$ cat src/rtl/pcfwrl_pkg.sv
// ----------------------------------------------------------------------------
// pcfwrl_pkg
// Types and constants of the per-client fixed-window rate limiter.
// ----------------------------------------------------------------------------
package pcfwrl_pkg;

    localparam int CLIENT_W   = 32;
    localparam int TIME_W     = 32;
    localparam int COUNT_W    = 16;
    localparam int RETRY_W    = 23;
    localparam int CFG_DATA_W = 32;
    localparam int CFG_IDX_W  = 1;

    localparam int TABLE_ENTRIES_DEF = 16;

    localparam logic [COUNT_W-1:0] MAX_REQUESTS_RST = 16'd60;
    localparam logic [TIME_W-1:0]  WINDOW_MS_RST    = 32'd60000;

    localparam logic [CFG_IDX_W-1:0] REG_MAX_REQUESTS = 1'd0;
    localparam logic [CFG_IDX_W-1:0] REG_WINDOW_MS    = 1'd1;

    // x / 1000 == ((x >> 3) * DIV_RECIP) >> DIV_SHIFT, exact for 32-bit x
    localparam int              DIV_PRE_SHIFT = 3;
    localparam int              DIV_RECIP_W   = 30;
    localparam int              DIV_SHIFT     = 36;
    localparam logic [DIV_RECIP_W-1:0] DIV_RECIP = 30'd549755814;
    localparam int              DIV_ARG_W     = TIME_W - DIV_PRE_SHIFT;
    localparam int              DIV_PROD_W    = DIV_ARG_W + DIV_RECIP_W;

    typedef struct packed {
        logic [CLIENT_W-1:0] client_address;
        logic [TIME_W-1:0]   now_ms;
    } req_t;

    typedef struct packed {
        logic               allowed;
        logic [RETRY_W-1:0] retry_after_s;
        logic               table_full;
    } rsp_t;

    // Token handed from cell to cell; apply=0 is the ageing/search pass.
    typedef struct packed {
        logic              active;
        logic              apply;
        logic              hit;
        logic              placed;
        logic              deny;
        logic [TIME_W-1:0] remain;
    } cell_tok_t;

endpackage

$ cat src/rtl/pcfwrl_cell.sv
// ----------------------------------------------------------------------------
// pcfwrl_cell
// One table entry of the limiter chain: ages, matches and updates itself
// when the token passes, then hands the token to the next cell.
// ----------------------------------------------------------------------------
module pcfwrl_cell
(
    input  logic                              clk,
    input  logic                              rst_n,
    input  logic [pcfwrl_pkg::CLIENT_W-1:0]   client,
    input  logic [pcfwrl_pkg::TIME_W-1:0]     now,
    input  logic [pcfwrl_pkg::COUNT_W-1:0]    max_requests,
    input  logic [pcfwrl_pkg::TIME_W-1:0]     window_ms,
    input  pcfwrl_pkg::cell_tok_t             tok_in,
    output pcfwrl_pkg::cell_tok_t             tok_out
);

    logic                             valid_reg, valid_next;
    logic [pcfwrl_pkg::CLIENT_W-1:0]  client_reg, client_next;
    logic [pcfwrl_pkg::COUNT_W-1:0]   count_reg, count_next;
    logic [pcfwrl_pkg::TIME_W-1:0]    start_reg, start_next;
    pcfwrl_pkg::cell_tok_t            tok_reg, tok_next;

    logic [pcfwrl_pkg::TIME_W-1:0]    elapsed;
    logic                             match;

    assign elapsed = now - start_reg;
    assign match   = valid_reg && (client_reg == client);

    always_comb
    begin
        valid_next  = valid_reg;
        client_next = client_reg;
        count_next  = count_reg;
        start_next  = start_reg;
        tok_next    = tok_in;
        if (tok_in.active)
        begin
            if (!tok_in.apply)
            begin
                // drop entries whose window lies fully in the past
                if (valid_reg && (elapsed > window_ms))
                begin
                    valid_next = 1'b0;
                end
                else if (match)
                begin
                    tok_next.hit = 1'b1;
                end
            end
            else if (match)
            begin
                if (elapsed < window_ms)
                begin
                    if (count_reg >= max_requests)
                    begin
                        tok_next.deny   = 1'b1;
                        tok_next.remain = window_ms - elapsed;
                    end
                    else
                    begin
                        count_next = count_reg + 16'd1;
                    end
                end
                else
                begin
                    count_next = 16'd1;
                    start_next = now;
                end
            end
            else if (!tok_in.hit && !tok_in.placed && !valid_reg)
            begin
                // lowest free entry takes the new client
                valid_next      = 1'b1;
                client_next     = client;
                count_next      = 16'd1;
                start_next      = now;
                tok_next.placed = 1'b1;
            end
        end
    end

    always_ff @(posedge clk or negedge rst_n)
    begin
        if (!rst_n)
        begin
            valid_reg <= 1'b0;
            tok_reg   <= '0;
        end
        else
        begin
            valid_reg <= valid_next;
            tok_reg   <= tok_next;
        end
    end

    always_ff @(posedge clk)
    begin
        client_reg <= client_next;
        count_reg  <= count_next;
        start_reg  <= start_next;
    end

    assign tok_out = tok_reg;

endmodule

$ cat config.mk
export PLATFORM = sky130hd
export DESIGN_NAME = pcfwrl_cell
export DESIGN_NICKNAME = d
export VERILOG_FILES = /design/src/rtl/pcfwrl_pkg.sv /design/src/rtl/pcfwrl_cell.sv
export SDC_FILE = /design/constraint.sdc
export NUM_CORES = 1
export LEC_CHECK = 0
export ABC_AREA = 1
export BUFFER_PORTS_ARGS = -buffer_cell sky130_fd_sc_hd__buf_2
export CORE_MARGIN = 5
export CORE_UTILIZATION = 25
export CTS_CLUSTER_DIAMETER = 100
export DETAILED_ROUTE_END_ITERATION = 10
export PLACE_DENSITY = 0.47
export SLEW_MARGIN = 10
export SYNTH_ARGS = -nofsm -noshare
export SYNTH_HDL_FRONTEND = slang
export SYNTH_SLANG_ARGS = --single-unit
export TNS_END_PERCENT = 1
$ cat constraint.sdc
create_clock -name clk -period 9.7 [get_ports clk]
set_input_delay 1.455 -clock clk [delete_from_list [all_inputs] [get_ports clk]]
set_output_delay 1.455 -clock clk [all_outputs]
set_load 0.01 [all_outputs]
==> flow_summary.json <==
{
  "power.density_nw_per_um2": 145,
  "ff2ff_path_depth": 23,
  "synth_async_sr_flop_share_pct": 32.2,
  "synth_nets": 1613,
  "drive_gt1_share_pct": 16.9,
  "synth.area.top_cells": "edfxtp_1 (24%), nand2_1 (16%), inv_1 (10%)",
  "hold_buffers": 0,
  "place.gp.congestion": 0.857,
  "hpwl_um": 26500,
  "rr_startpoint": "start_reg[2]$_DFFE_PP_",
  "final_common_cell": "nand2_1",
  "wl_per_cell_um": 14.8,
  "overflow": 0,
  "drt_iter0_drc": 454,
  "fmax_mhz": 181,
  "required_ns": 10.01,
  "rsz0062_at_grt": "false",
  "final_max_slew_viol_count": 0,
  "fillers": 4278,
  "syn_area_um2": 9840,
  "finalNetCount": 1813,
  "cts_tree": "built",
  "multi_input_area_um2": 5400,
  "synth_top_area_share_pct": 24.4,
  "port_buffers": 187,
  "area_growth_pct": 21.9,
  "drc_errors": 0,
  "clock_latency_ns": 0.45,
  "synth-main-ff-cell": "edfxtp_1",
  "max-vdd-ir-drop_mv": 0.115,
  "dieArea_um2": 43400,
  "drv_cap": 0,
  "hp-start": "valid_reg$_DFFE_PN0P_",
  "cp-end-kind": "flop",
  "synth_largest_area_cell": "edfxtp_1",
  "crit_path_max_fanout": 46,
  "ys_types": 44,
  "final_cell_mix": "nand2_1 (419), inv_1 (270), buf_2 (187)",
  "hold_class": "flop to flop",
  "synth_edf_count": 80,
  "max_slew_margin_pct": 38.1,
  "rows": 72,
  "routed_wl_um": 31300,
  "n_antenna_cell": 0,
  "clockBufferDepth": 2,
  "seq_area_um2": 3350,
  "start_util_pct": 25.4,
  "vias": 9053,
  "grtUsageTotal_pct": 14.4,
  "cts-buffers-inserted": 17,
  "whs_path_depth": 2,
  "setup_viol": 0,
  "die_w_um": 208,
  "cts_setup_buffers": 0,
  "start_kind": "input pin",
  "hold_viol": 0,
  "timing.rr.end": "tok_out[15]$_DFF_PN0_",
  "r2r_setup_slack_ns": 4.96,
  "arrival_ns": 5.83,
  "htreeDepth": 4,
  "grt_max_degree": 47,
  "ios": 188,
  "setup-tns-final_ns": 0,
  "viasPerCell": 4.29,
  "antenna_found_initial": 0,
  "fin_skew_ns": 0.0152,
  "period_share_pct": 56.9,
  "syn_inst": 1380,
  "tightest_slew_ns": 0.929,
  "first_pass_iters": 5,
  "core_area_um2": 38800,
  "fin_cells": 2111,
  "power_leakage_nw": 6.29,
  "path_class": "input pin to flop",
  "run_status": "completed",
  "avgSynthCellArea_um2": 7.13,
  "ant_nets": 0,
  "clk_pin_slew_worst_paths_ns": 0.06,
  "largest_reg_flops": 37,
  "ys_seq_elements": 118,
  "clock_sinks": 118,
  "ys_seq_area_share_pct": 34.1,
  "whs_endpoint": "valid_reg$_DFFE_PN0P_",
  "cts_root_buf": "clkbuf_16",
  "period_minus_slack_ns": 5.52,
  "ctsResizeCount": 0,
  "die_h_um": 208,
  "yosys_warnings": 0,
  "grt_pass1_vias": 8946,
  "grt_pass1_wl_um": 48600,
  "dp.cells": 2079
}
worst max-delay path by stage:
stage | startpoint | to | slack (ns) | cells after the start
global placement | now[2] | tok_out[19]$_DFF_PN0_ | 3.79 | 23
CTS | now[2] | tok_out[1]$_DFF_PN0_ | 4.17 | 23
global route | now[2] | tok_out[1]$_DFF_PN0_ | 3.79 | 24
floorplan | now[0] | start_reg[0]$_DFFE_PP_ | 4.55 | 24
detailed placement | now[2] | tok_out[1]$_DFF_PN0_ | 3.70 | 23
finish | now[2] | tok_out[15]$_DFF_PN0_ | 4.18 | 23
cell type report:
cell class | count | share of cell area [%]
Clock inverter | 13 | 1.42
Timing Repair Buffer | 189 | 7.93
Sequential cell | 118 | 27.9
Clock buffer | 19 | 3.69
Tap cell | 518 | 5.40
Multi-Input combinational cell | 980 | 45.0
Inverter | 274 | 8.57
cells in the mapped netlist (19+ instances only):
master,count
a21oi_1,70
dfrtp_1,38
edfxtp_1,80
ha_1,80
inv_1,270
nand2_1,419
nand3_1,46
nand4_1,39
nor2_1,125
o21ai_0,29
xnor2_1,42
xor2_1,19
through the flow:
stage | cell area (um^2) | worst slack (ns) | utilization [%] | hold WS, ns | power, mW
2_1_floorplan | 9840 | 4.55 | - | 0.510 | 0.904
3_3_place_gp | 11400 | 3.79 | 29.3 | 0.606 | 1.08
3_5_place_dp | 11400 | 3.70 | 29.3 | 0.619 | 1.08
4_1_cts | 12000 | 4.17 | 30.9 | 0.625 | 1.77
5_1_grt | 12000 | 3.79 | 30.9 | 0.656 | 1.85
6_report | 12000 | 4.18 | 30.9 | 0.632 | 1.74
worst max-delay path: stages:
cell      delay (ns)
buf_2           0.11
ha_1            0.34
a21oi_1         0.14
nand2_1         0.11
a21boi_0        0.32
o21ai_0         0.27
a21o_1          0.28
nand3_1         0.11
nand2_1         0.06
nand2_1         0.06
nand2_1         0.11
ha_1            0.40
nand2_1         0.14
nor2_1          0.16
nand2_1         0.11
nor3_2          0.21
nand2_2         0.10
nand2_4         0.10
nand2_4         0.08
nor2_8          0.23
nand3_4         0.55
nand2_1         0.27
o21ai_2         0.07
cells by family after synthesis:
group                    Yosys count  share of synthesized area (%)
buffers and inverters            282                           11.0
XOR/XNOR                          61                           5.43
adder cells (fa/ha/maj)           82                           10.6
flip-flops                       118                           34.1
AND/OR/NAND/NOR                  696                           30.5
AO/OA/AOI/OAI                    141                           8.39
per-layer routing:
layer	track usage [%]	up-vias	routed length, um
met4	4.28	0	527
met5	0	-	0
met2	22.0	202	13500
li1	-	4767	-
met3	2.85	27	1250
met1	20.6	4057	16000
power by group:
part	switching (mW)	total [mW]	leakage, nW	internal, mW
Clock	0.260	0.674	0.296	0.414
Combinational	0.328	0.505	4.82	0.177
Sequential	0.00701	0.562	1.17	0.555
(Power assumes the default switching activity.)
